## src/sv/sdt_pkg.sv

```systemverilog
// ----------------------------------------------------------------------------
// sdt_pkg
// Types, constants and parse helpers shared by the sexagesimal text parser.
// ----------------------------------------------------------------------------
package sdt_pkg;

    localparam int MAX_STRING_DEF = 512;

    localparam int CFG_W      = 9;
    localparam int CFG_ADDR_W = 1;
    localparam int VALUE_W    = 18;

    // configuration register indexes
    localparam logic [CFG_ADDR_W-1:0] CFG_START_OFFSET = 1'd0;
    localparam logic [CFG_ADDR_W-1:0] CFG_FIELD_LENGTH = 1'd1;

    // field saturation limits
    localparam logic [19:0] DEG_MAX = 20'd999;
    localparam logic [19:0] MIN_MAX = 20'd9999;
    localparam logic [19:0] SEC_MAX = 20'd99999;

    // floor(x / 225) = (x * RECIP) >> RECIP_SHIFT for every 25-bit x
    localparam int          RECIP_SHIFT = 33;
    localparam logic [25:0] RECIP       = 26'd38177488;

    localparam logic [7:0] CH_NUL   = 8'h00;
    localparam logic [7:0] CH_DASH  = 8'h2D;
    localparam logic [7:0] CH_COLON = 8'h3A;
    localparam logic [7:0] CH_SPACE = 8'h20;
    localparam logic [7:0] CH_POINT = 8'h2E;
    localparam logic [7:0] CH_PLUS  = 8'h2B;
    localparam logic [7:0] CH_N     = 8'h4E;
    localparam logic [7:0] CH_E     = 8'h45;
    localparam logic [7:0] CH_S     = 8'h53;
    localparam logic [7:0] CH_W     = 8'h57;
    localparam logic [7:0] CH_ZERO  = 8'h30;
    localparam logic [7:0] CH_NINE  = 8'h39;
    localparam logic [7:0] CH_TAB   = 8'h09;
    localparam logic [7:0] CH_CR    = 8'h0D;

    typedef enum logic [2:0] {
        PH_DEG,
        PH_MIN,
        PH_SEC,
        PH_DONE,
        PH_FAIL
    } t_phase;

    typedef struct packed {
        t_phase      phase;
        logic [9:0]  deg;
        logic [13:0] min;
        logic [16:0] sec;
        logic [6:0]  frac;
        logic [1:0]  fdig;
        logic        stopped;
        logic        point;
        logic        neg;
        logic        begun;
    } t_parse;

    localparam t_parse PARSE_CLEAR = '{
        phase:   PH_DEG,
        deg:     10'd0,
        min:     14'd0,
        sec:     17'd0,
        frac:    7'd0,
        fdig:    2'd0,
        stopped: 1'b0,
        point:   1'b0,
        neg:     1'b0,
        begun:   1'b0
    };

    function automatic logic [19:0] f_push(logic [19:0] acc, logic [3:0] d,
                                           logic [19:0] limit);
        logic [19:0] v;
        v = acc * 20'd10 + 20'(d);
        return (v > limit) ? limit : v;
    endfunction

    function automatic t_parse f_next_phase(t_parse s, t_phase ph);
        t_parse r;
        r         = s;
        r.phase   = ph;
        r.stopped = 1'b0;
        r.point   = 1'b0;
        r.begun   = 1'b0;
        return r;
    endfunction

    function automatic t_parse f_field_char(t_parse s, logic [7:0] c);
        t_parse      r;
        logic [3:0]  d;
        logic [19:0] v;
        r = s;
        d = c[3:0];
        v = '0;
        if (!s.stopped) begin
            if (c inside {[CH_ZERO:CH_NINE]}) begin
                r.begun = 1'b1;
                if (s.point) begin
                    if (s.fdig < 2'd2) begin
                        r.frac = 7'(s.frac * 7'd10 + 7'(d));
                        r.fdig = s.fdig + 2'd1;
                    end
                end else begin
                    case (s.phase)
                        PH_DEG: begin
                            v     = f_push(20'(s.deg), d, DEG_MAX);
                            r.deg = v[9:0];
                        end
                        PH_MIN: begin
                            v     = f_push(20'(s.min), d, MIN_MAX);
                            r.min = v[13:0];
                        end
                        default: begin
                            v     = f_push(20'(s.sec), d, SEC_MAX);
                            r.sec = v[16:0];
                        end
                    endcase
                end
            end else if (c == CH_POINT && s.phase == PH_SEC && !s.point) begin
                r.point = 1'b1;
                r.begun = 1'b1;
            end else if (!s.begun && c inside {[CH_TAB:CH_CR]}) begin
                r = s;
            end else if (!s.begun && c == CH_PLUS) begin
                r.begun = 1'b1;
            end else begin
                r.stopped = 1'b1;
            end
        end
        return r;
    endfunction

    function automatic t_parse f_parse_char(t_parse s, logic [7:0] c);
        t_parse r;
        logic   sep;
        logic   pos;
        logic   neg;
        r   = s;
        sep = c inside {CH_DASH, CH_COLON, CH_SPACE};
        pos = c inside {CH_N, CH_E};
        neg = c inside {CH_S, CH_W};
        case (s.phase)
            PH_DEG: begin
                r = sep ? f_next_phase(s, PH_MIN) : f_field_char(s, c);
            end
            PH_MIN, PH_SEC: begin
                if (sep || pos || neg) begin
                    if (pos) r.neg = 1'b0;
                    if (neg) r.neg = 1'b1;
                    r = f_next_phase(r, (s.phase == PH_MIN) ? PH_SEC : PH_DONE);
                end else begin
                    r = f_field_char(s, c);
                end
            end
            default: r = s;
        endcase
        return r;
    endfunction

    function automatic t_parse f_end_string(t_parse s);
        t_parse r;
        r = s;
        case (s.phase)
            PH_DEG: r.phase = PH_FAIL;
            PH_MIN: begin
                r.min   = '0;
                r.phase = PH_DONE;
            end
            PH_SEC: begin
                r.sec   = '0;
                r.frac  = '0;
                r.fdig  = '0;
                r.phase = PH_DONE;
            end
            default: r = s;
        endcase
        return r;
    endfunction

endpackage

```

## src/sv/sexagesimal_text_to_decimal_top.sv

```systemverilog
// ----------------------------------------------------------------------------
// sexagesimal_text_to_decimal_top
// Degrees-minutes-seconds text stream to signed hundredths of a degree.
// ----------------------------------------------------------------------------
// Throughput: one character beat per cycle while the result side keeps up.
// Pipeline: the fields closed out by the beat carrying tlast pass through
//   the conversion pipeline, five registers deep, into the output register;
//   the pipeline holds up to five results when the result side stalls.
// Reset: synchronous, active low; clears parse state, pipeline valids and
//   both configuration registers.
// ----------------------------------------------------------------------------
module sexagesimal_text_to_decimal_top #(
    parameter int MAX_STRING = sdt_pkg::MAX_STRING_DEF
) (
    input  logic                          i_clk,
    input  logic                          i_rst_n,
    // character stream
    input  logic                          s_axis_tvalid,
    output logic                          s_axis_tready,
    input  logic [7:0]                    s_axis_tdata,   // [7:0] char_code
    input  logic                          s_axis_tlast,   // is_last
    // result stream
    output logic                          m_axis_tvalid,
    input  logic                          m_axis_tready,
    output logic [23:0]                   m_axis_tdata,   // [17:0] value_hundredths
    output logic                          m_axis_tuser,   // [0] status
    // configuration writes
    input  logic                          i_cfg_we,
    input  logic [sdt_pkg::CFG_ADDR_W-1:0] i_cfg_addr,
    input  logic [sdt_pkg::CFG_W-1:0]     i_cfg_data
);
    logic [sdt_pkg::CFG_W-1:0]   r_start_offset;
    logic [sdt_pkg::CFG_W-1:0]   r_field_length;
    logic                        accept;
    logic                        fin_valid;
    sdt_pkg::t_parse             fin;
    logic [sdt_pkg::VALUE_W-1:0] value;

    // configuration registers: the user must write them only while the block is idle; the block does not enforce it
    always_ff @(posedge i_clk) begin
        if (!i_rst_n) begin
            r_start_offset <= '0;
            r_field_length <= '0;
        end else if (i_cfg_we) begin
            case (i_cfg_addr)
                sdt_pkg::CFG_START_OFFSET: r_start_offset <= i_cfg_data;
                sdt_pkg::CFG_FIELD_LENGTH: r_field_length <= i_cfg_data;
                default: ;
            endcase
        end
    end

    // a character beat moves whenever the first pipeline stage can take a
    // result, so the parser never waits on a stalled result beyond that
    assign accept = s_axis_tvalid && s_axis_tready;

    sdt_parser #(
        .MAX_STRING(MAX_STRING)
    ) u_parser (
        .i_clk          (i_clk),
        .i_rst_n        (i_rst_n),
        .i_accept       (accept),
        .i_char         (s_axis_tdata),
        .i_last         (s_axis_tlast),
        .i_start_offset (r_start_offset),
        .i_field_length (r_field_length),
        .o_fin_valid    (fin_valid),
        .o_fin          (fin)
    );

    // fields -> total hundredths of a second -> rounded divide by 3600
    sdt_convert u_convert (
        .i_clk   (i_clk),
        .i_rst_n (i_rst_n),
        .i_valid (fin_valid),
        .i_fin   (fin),
        .o_ready (s_axis_tready),
        .o_valid (m_axis_tvalid),
        .i_ready (m_axis_tready),
        .o_value (value),
        .o_fail  (m_axis_tuser)
    );

    // pad the value up to whole bytes
    assign m_axis_tdata = {6'd0, value};

endmodule

```

## src/sv/sdt_parser.sv

```systemverilog
// ----------------------------------------------------------------------------
// sdt_parser
// Character-at-a-time field parser; hands the closed-out fields on the last beat.
// ----------------------------------------------------------------------------
module sdt_parser #(
    parameter int MAX_STRING = sdt_pkg::MAX_STRING_DEF
) (
    input  logic                       i_clk,
    input  logic                       i_rst_n,
    input  logic                       i_accept,
    input  logic [7:0]                 i_char,
    input  logic                       i_last,
    input  logic [sdt_pkg::CFG_W-1:0]  i_start_offset,
    input  logic [sdt_pkg::CFG_W-1:0]  i_field_length,
    output logic                       o_fin_valid,
    output sdt_pkg::t_parse            o_fin
);
    localparam int PW = $clog2(MAX_STRING + 1);
    localparam int CW = (PW > sdt_pkg::CFG_W + 1) ? PW : sdt_pkg::CFG_W + 1;

    sdt_pkg::t_parse r_st;
    sdt_pkg::t_parse n_st;
    sdt_pkg::t_parse step_st;
    logic [PW-1:0]   r_pos;
    logic [PW-1:0]   n_pos;
    logic [CW-1:0]   pos_w;
    logic [CW-1:0]   start_w;
    logic            past_start;
    logic            ends;

    assign pos_w      = CW'(r_pos);
    assign start_w    = CW'(i_start_offset);
    assign past_start = pos_w >= start_w;

    always_comb begin
        ends = (i_char == sdt_pkg::CH_NUL) || (pos_w >= CW'(MAX_STRING - 1));
        if (i_field_length != '0 && past_start &&
            (pos_w - start_w) >= CW'(i_field_length)) begin
            ends = 1'b1;
        end

        step_st = r_st;
        if (r_st.phase == sdt_pkg::PH_DEG || r_st.phase == sdt_pkg::PH_MIN ||
            r_st.phase == sdt_pkg::PH_SEC) begin
            if (ends) begin
                step_st = sdt_pkg::f_end_string(r_st);
            end else if (past_start) begin
                step_st = sdt_pkg::f_parse_char(r_st, i_char);
            end
        end

        o_fin       = sdt_pkg::f_end_string(step_st);
        o_fin_valid = i_accept && i_last;

        // start over after each result
        if (i_last) begin
            n_st  = sdt_pkg::PARSE_CLEAR;
            n_pos = '0;
        end else begin
            n_st  = step_st;
            n_pos = (pos_w < CW'(MAX_STRING)) ? r_pos + PW'(1) : r_pos;
        end
    end

    always_ff @(posedge i_clk) begin
        if (!i_rst_n) begin
            r_st  <= sdt_pkg::PARSE_CLEAR;
            r_pos <= '0;
        end else if (i_accept) begin
            r_st  <= n_st;
            r_pos <= n_pos;
        end
    end

endmodule

```

## src/sv/sdt_convert.sv

```systemverilog
// ----------------------------------------------------------------------------
// sdt_convert
// Five-stage elastic pipeline: fields to signed hundredths of a degree.
// ----------------------------------------------------------------------------
module sdt_convert (
    input  logic                            i_clk,
    input  logic                            i_rst_n,
    input  logic                            i_valid,
    input  sdt_pkg::t_parse                 i_fin,
    output logic                            o_ready,
    output logic                            o_valid,
    input  logic                            i_ready,
    output logic [sdt_pkg::VALUE_W-1:0]     o_value,
    output logic                            o_fail
);
    // stage valids and per-stage load enables
    logic r_v0, r_v1, r_v2, r_v3, r_v4;
    logic go0, go1, go2, go3, go4;

    sdt_pkg::t_parse r_s0;

    logic [28:0] r_p_deg;
    logic [25:0] r_p_min;
    logic [23:0] r_p_sec;
    logic        r_neg1, r_fail1;

    logic [28:0] sum2;
    logic [24:0] r_x;
    logic        r_neg2, r_fail2;

    logic [50:0] prod3;
    logic [sdt_pkg::VALUE_W-1:0] r_mag;
    logic        r_neg3, r_fail3;

    logic [sdt_pkg::VALUE_W-1:0] r_value;
    logic        r_fail4;

    logic [6:0]  frac1;

    assign go4 = !r_v4 || i_ready;
    assign go3 = !r_v3 || go4;
    assign go2 = !r_v2 || go3;
    assign go1 = !r_v1 || go2;
    assign go0 = !r_v0 || go1;

    assign o_ready = go0;
    assign o_valid = r_v4;
    assign o_value = r_value;
    assign o_fail  = r_fail4;

    assign frac1 = (r_s0.fdig == 2'd1) ? 7'(r_s0.frac * 7'd10) : r_s0.frac;
    assign sum2  = r_p_deg + 29'(r_p_min) + 29'(r_p_sec) + 29'd1800;
    assign prod3 = 51'(r_x) * 51'(sdt_pkg::RECIP);

    always_ff @(posedge i_clk) begin
        if (!i_rst_n) begin
            r_v0 <= 1'b0;
            r_v1 <= 1'b0;
            r_v2 <= 1'b0;
            r_v3 <= 1'b0;
            r_v4 <= 1'b0;
        end else begin
            if (go0) r_v0 <= i_valid;
            if (go1) r_v1 <= r_v0;
            if (go2) r_v2 <= r_v1;
            if (go3) r_v3 <= r_v2;
            if (go4) r_v4 <= r_v3;
        end
    end

    always_ff @(posedge i_clk) begin
        if (go0) r_s0 <= i_fin;
        if (go1) begin
            r_p_deg <= 29'(r_s0.deg) * 29'd360000;
            r_p_min <= 26'(r_s0.min) * 26'd6000;
            r_p_sec <= 24'(r_s0.sec) * 24'd100 + 24'(frac1);
            r_neg1  <= r_s0.neg;
            r_fail1 <= (r_s0.phase == sdt_pkg::PH_FAIL);
        end
        if (go2) begin
            // divide by 16 here, by 225 in the next stage
            r_x     <= sum2[28:4];
            r_neg2  <= r_neg1;
            r_fail2 <= r_fail1;
        end
        if (go3) begin
            r_mag   <= prod3[sdt_pkg::RECIP_SHIFT +: sdt_pkg::VALUE_W];
            r_neg3  <= r_neg2;
            r_fail3 <= r_fail2;
        end
        if (go4) begin
            if (r_fail3) begin
                r_value <= '0;
            end else if (r_neg3) begin
                r_value <= -r_mag;
            end else begin
                r_value <= r_mag;
            end
            r_fail4 <= r_fail3;
        end
    end

endmodule

```

## config.mk

```make
export PLATFORM = sky130hd
export DESIGN_NAME = sexagesimal_text_to_decimal_top
export DESIGN_NICKNAME = d
export VERILOG_FILES = /design/src/sv/sdt_pkg.sv /design/src/sv/sexagesimal_text_to_decimal_top.sv /design/src/sv/sdt_parser.sv /design/src/sv/sdt_convert.sv
export SDC_FILE = /design/constraint.sdc
export NUM_CORES = 2
export LEC_CHECK = 0
export ABC_AREA = 1
export BUFFER_PORTS_ARGS = -buffer_cell sky130_fd_sc_hd__buf_2
export CAP_MARGIN = 15
export CELL_PAD_IN_SITES_DETAIL_PLACEMENT = 1
export CELL_PAD_IN_SITES_GLOBAL_PLACEMENT = 1
export CORE_MARGIN = 4
export CORE_UTILIZATION = 45
export DETAILED_ROUTE_END_ITERATION = 7
export PLACE_DENSITY_LB_ADDON = 0.1
export SLEW_MARGIN = 20
export SYNTH_ARGS = -nofsm -noshare
export SYNTH_HDL_FRONTEND = slang
export SYNTH_SLANG_ARGS = --single-unit
```

## constraint.sdc

```tcl
create_clock -name i_clk -period 14.3 [get_ports i_clk]
set_input_delay 2.145 -clock i_clk [delete_from_list [all_inputs] [get_ports i_clk]]
set_output_delay 2.145 -clock i_clk [all_outputs]
set_load 0.1 [all_outputs]
```

=== Yosys cells after proc, flatten, opt, wreduce, memory -nomap -nowiden ===
Cells that the tools add are included.

* Bits in registers: 281
* Input port bits: 24
* Output and inout port bits: 27
* Word-level logic and storage cells: 176

* $add $sub $neg: 12
* $mul: 9
* Order comparisons: 12
* Equal/unequal tests: 18
* Multiplexer cells: 41
* Bitwise gates (word level): 1
* Reductions and logical operators: 45

{| class="wikitable"
|+ Operators with widths
! kind !! count
|-
| 57-bit two-way mux || 6
|-
| 57-bit case mux with 2 select lines || 1
|-
| 54-bit two-way mux || 1
|-
| 50-bit two-way mux || 1
|-
| 25-bit by 22-bit multiplier with 47-bit output (second input constant) || 1
|-
| 44-bit two-way mux || 1
|-
| 14-bit two-way mux || 3
|-
| 41-bit two-way mux || 1
|-
| 8-bit by 6-bit equality test with 1-bit output (second input constant) || 5
|-
| 40-bit two-way mux || 1
|-
| 17-bit two-way mux || 2
|-
| 8-bit by 7-bit equality test with 1-bit output (second input constant) || 4
|-
| 31-bit two-way mux || 1
|-
| 10-bit two-way mux || 3
|-
| 29-bit by 11-bit adder with 29-bit output (second input constant) || 1
|-
| 29-bit by 24-bit adder with 29-bit output || 1
|-
| 29-bit by 26-bit adder with 29-bit output || 1
|-
| 26-bit two-way mux || 1
|-
| 24-bit by 7-bit adder with 24-bit output || 1
|-
| 10-bit by 13-bit multiplier with 23-bit output (second input constant) || 1
|-
| 14-bit by 9-bit multiplier with 22-bit output (second input constant) || 1
|-
| 17-bit by 5-bit multiplier with 22-bit output (second input constant) || 1
|-
| 20-bit by 4-bit adder with 20-bit output || 1
|-
| 10-bit by 9-bit greater-or-equal comparator with 1-bit output || 2
|-
| other kinds (46) || 96
|}

=== Longest topological paths before layout ===
* Depth in word-level cells: 16
* Mapped depth: 27
* Depth with buffers taken out: 27

=== Cells and area by module ===
A second synthesis with hierarchy kept.

* Cell total of the unflattened synthesis: 4,351
* Area, all modules: 35,341.4 µm²

{| class="wikitable"
|+ Modules (own cells, without submodules)
! module !! times used !! cells an instance !! area each (µm²) !! seq. area each (µm²)
|-
| sdt_convert || 1 || 2,631 || 25,152.9 || 5,745.5
|-
| sdt_parser || 1 || 1,613 || 9,414.0 || 1,341.3
|-
| sexagesimal_text_to_decimal_top || 1 || 107 || 774.5 || 360.3
|}

=== Least setup slack after synthesis ===
Ideal clock, no wire load.

* Path kind: input port to output port
* Start point: in m_axis_tready
* End point: out s_axis_tready
* Arrival: 5.791 ns
* Required time: 12.155 ns
* Slack: 6.364 ns
* Cell stages on the path: 8
* Path buffers: 0
* Path through: nor2_1 -> inv_1 -> nor2_1 -> inv_1 -> nor2_1 -> inv_1 -> nor2_1 -> nand2_1

* Word-level cells in the longest chain between the ends: 5

{| class="wikitable"
|+ Ends and longest elaborated chain
! element !! line !! source
|-
| start, declared || sexagesimal_text_to_decimal_top.sv:24 || <nowiki>input logic m_axis_tready,</nowiki>
|-
| 1-bit logical OR || sdt_convert.sv:40 || <nowiki>assign go4 = !r_v4 || i_ready;</nowiki>
|-
| named net u_convert.go4 || sdt_convert.sv:18 || <nowiki>logic go0, go1, go2, go3, go4;</nowiki>
|-
| 1-bit logical OR || sdt_convert.sv:41 || <nowiki>assign go3 = !r_v3 || go4;</nowiki>
|-
| named net u_convert.go3 || sdt_convert.sv:18 ||
|-
| 1-bit logical OR || sdt_convert.sv:42 || <nowiki>assign go2 = !r_v2 || go3;</nowiki>
|-
| named net u_convert.go2 || sdt_convert.sv:18 ||
|-
| 1-bit logical OR || sdt_convert.sv:43 || <nowiki>assign go1 = !r_v1 || go2;</nowiki>
|-
| 1-bit logical OR || sdt_convert.sv:44 || <nowiki>assign go0 = !r_v0 || go1;</nowiki>
|-
| end, declared || sexagesimal_text_to_decimal_top.sv:19 || <nowiki>output logic s_axis_tready,</nowiki>
|}

The timed path passes the listed nets, and every way through them passes these cells.

=== Worst setup path after layout ===
Same ends and word-level chain as after synthesis.

==> reports/summary.json <==
{
  "status": {
    "status": "completed"
  },
  "synthesis": {
    "synth.cell_area_um2": 33300,
    "avgSynthCellArea_um2": 8.60,
    "postSynth.asyncResetShare_pct": 0,
    "synth_seq_area_share_pct": 22.3,
    "yosys.cell_types.count": 59,
    "postSynthCellCount": 3878,
    "synth_ff_type": "edfxtp_1",
    "yosys_warnings": 0,
    "synth-edff-count": 188,
    "synth.ff_latch_count": 278
  },
  "timing": {
    "finClkSkew_ps": 29.2,
    "max_slew.worst_pin.slew_ps": 1040,
    "period_minus_slack_ps": 7670,
    "fmaxAchievable_mhz": 130,
    "min_period_over_period_pct": 53.6,
    "slew_violations": 0,
    "rsz_0062_raised_after_global_routing": "false",
    "finalHoldViolCount": 0,
    "relSlewSlack_pct": 30.7,
    "report.final.setup_viol": 0,
    "tns_ps": 0
  },
  "floorplanning": {
    "area_enclosed_by_the_die_boundary_um2": 78500,
    "floorplan.initialDensity_pct": 45.5,
    "design.core.area_um2": 73200,
    "die_x_um": 280,
    "top_level_ports": 51,
    "die_height_um": 280,
    "placementRows": 99
  },
  "placed_design": {
    "routabilityCongestion": 0.823,
    "dp_hpwl_um": 73300,
    "io_buffer_count": 44
  },
  "routing": {
    "drt_first_iter_violations": 1169,
    "drc": 0,
    "post_drt_via_cell_ratio": 5.26,
    "finalWirelength_um": 87700,
    "routed-via-count": 25800,
    "post_drt_wl_per_cell_um": 17.9,
    "detail_route.first_pass.iterations": 5,
    "route.antenna.remaining_nets": 0
  },
  "clocking": {
    "cts_sinks": 278,
    "cts_made_buffers": 37,
    "post_cts_resized": 0,
    "post_cts.repair.setup_buffers": 0,
    "holdBufCountCts": 0,
    "clock-root-buffer": "clkbuf_16",
    "worstSkewPairLatency_ps": 570,
    "cts-root-to-sink-buffers": 3,
    "cts_max_level": 2,
    "cts_tree": "yes",
    "path_clk_slew_ps": 60
  },
  "finish": {
    "num_antenna_cells": 0,
    "finalNetCount": 4838,
    "share_of_final_layout_standard_cells_stronger_than_drive_strength_1_pct": 3.79,
    "area_growth_pct": 7.50
  },
  "global_route": {
    "grt_antenna_before_repair": 1,
    "grt_start_max_net_pins": 64,
    "grt_pass1_wl_um": 145000,
    "vias_in_the_first_global_route": 27800,
    "groute.usage.overall_pct": 22.9,
    "grt-ovfl-total": 0
  },
  "setup_path": {
    "worst_ep_required_time_ps": 12150,
    "crit_type": "input port to output pin",
    "worst-endpoint-arrival_ps": 5520,
    "critPathCaptureType": "output pin",
    "critical_path_peak_fanout": 57,
    "critical_path.startpoint_type": "input port"
  },
  "run": {
    "max_cap_violations": 0
  },
  "min_path": {
    "holdCritPathClass": "register to register"
  }
}
## metal layers
layer	vias to the layer above	track usage (%)	part of all wire [%]
li1	12800	-	-
met1	12700	30.7	47
met2	222	40.7	49
met3	80	1.99	2.1
met4	0	4.46	1.7
met5	-	0	0
## registers in the layout, summed over array words and instances, names as in the netlist, 9 cells and up
register           cells
u_convert.r_mag       18
u_convert.r_s0        54
u_convert.r_p_min     22
u_convert.r_p_sec     21
u_parser.pos_w        10
u_convert.r_p_deg     23
r_field_length         9
u_parser.r_st         57
u_convert.o_value     18
u_convert.r_x         25
r_start_offset         9
## placed cells by master (no fill, tap or decap), drive strengths merged, types with 12 or more instances in the layout
cell type / instances
fa: 300
a21oi: 305
edfxtp: 188
dfxtp: 90
nor3: 46
clkinv: 17
or2: 12
nor2: 248
buf: 55
xor2: 106
clkbuf: 41
o211ai: 14
xnor2: 45
nand4: 41
inv: 715
nand2: 681
ha: 587
a31oi: 19
nand3: 173
o21ai: 152
## cells by family (layout without fill, tap and decap cells)
group / Yosys count / after routing / share of synthesized area [%]
AO/OA/AOI/OAI: 565 / 565 / 9.33
XOR/XNOR: 151 / 151 / 3.97
adder cells (fa/ha/maj): 887 / 887 / 40.0
buffers and inverters: 764 / 834 / 8.72
flip-flops: 278 / 278 / 22.3
other: 1 / 6 / 0.0112
AND/OR/NAND/NOR: 1232 / 1232 / 15.6
## critical path, cell delays in order
cell     delay [ps]
buf_2            70
nor2_1           30
inv_1           570
nor2_1           80
inv_1           620
nor2_1          120
inv_1            90
buf_4           350
nor2_1          150
nand2_2          80
buf_4           560
buf_2           550
## final cells by class
cell class	count	area, um2
inverters	714	2680
well taps	959	1200
fillers	8747	37400
clock buffers	41	951
repair buffers	55	303
flip-flops and latches	278	7450
clock inverters	24	238
multi-input cells	2841	23000
## metrics by stage
stage,hold WS (ps),cells,utilization [%],worst slack (ps),cell area (um2)
after floorplan,400,3883,-,6360,33400
final,431,4912,48.9,6630,35800
after global routing,440,4912,48.9,6230,35800
after detailed placement,417,4847,47.3,6530,34600
after CTS,432,4912,48.9,6530,35800
after global placement,410,4847,47.3,6670,34600
## worst paths after layout
| kind | cells after the start | startpoint | slack [ps] | end |
|---|---|---|---|---|
| min | 0 | u_convert.r_fail1 | 430 | u_convert.r_fail2 |
| max reg2reg | 20 | u_convert.r_x[10] | 7940 | u_convert.r_mag[16] |
| min reg2reg | 0 | u_convert.r_fail1 | 430 | u_convert.r_fail2 |
| max | 12 | m_axis_tready | 6630 | s_axis_tready |
## cells in the mapped netlist, drive strengths merged, types with 7 or more instances
master  count  share of area [%]
inv       713                8.0
nand2     681                7.7
ha        587                 22
a21oi     305                4.6
fa        300                 18
nor2      248                2.9
edfxtp    188                 17
nand3     173                2.6
o21ai     152                2.3
xor2      106                2.8
dfxtp      90                5.4
nor3       46               0.72
xnor2      45                1.2
nand4      41               0.77
clkbuf     36               0.41
a31oi      19               0.36
buf        14               0.27
o211ai     14               0.32
or2        12               0.23
a211oi     10               0.23
a21o       10               0.23
nand3b     10               0.23
o21bai     10               0.23
nor3b       9               0.20
o21a        9               0.20
nor4        7               0.13
Power is not shown: default switching activity piles up to over one toggle a cycle in this logic, so the estimate is an artifact.
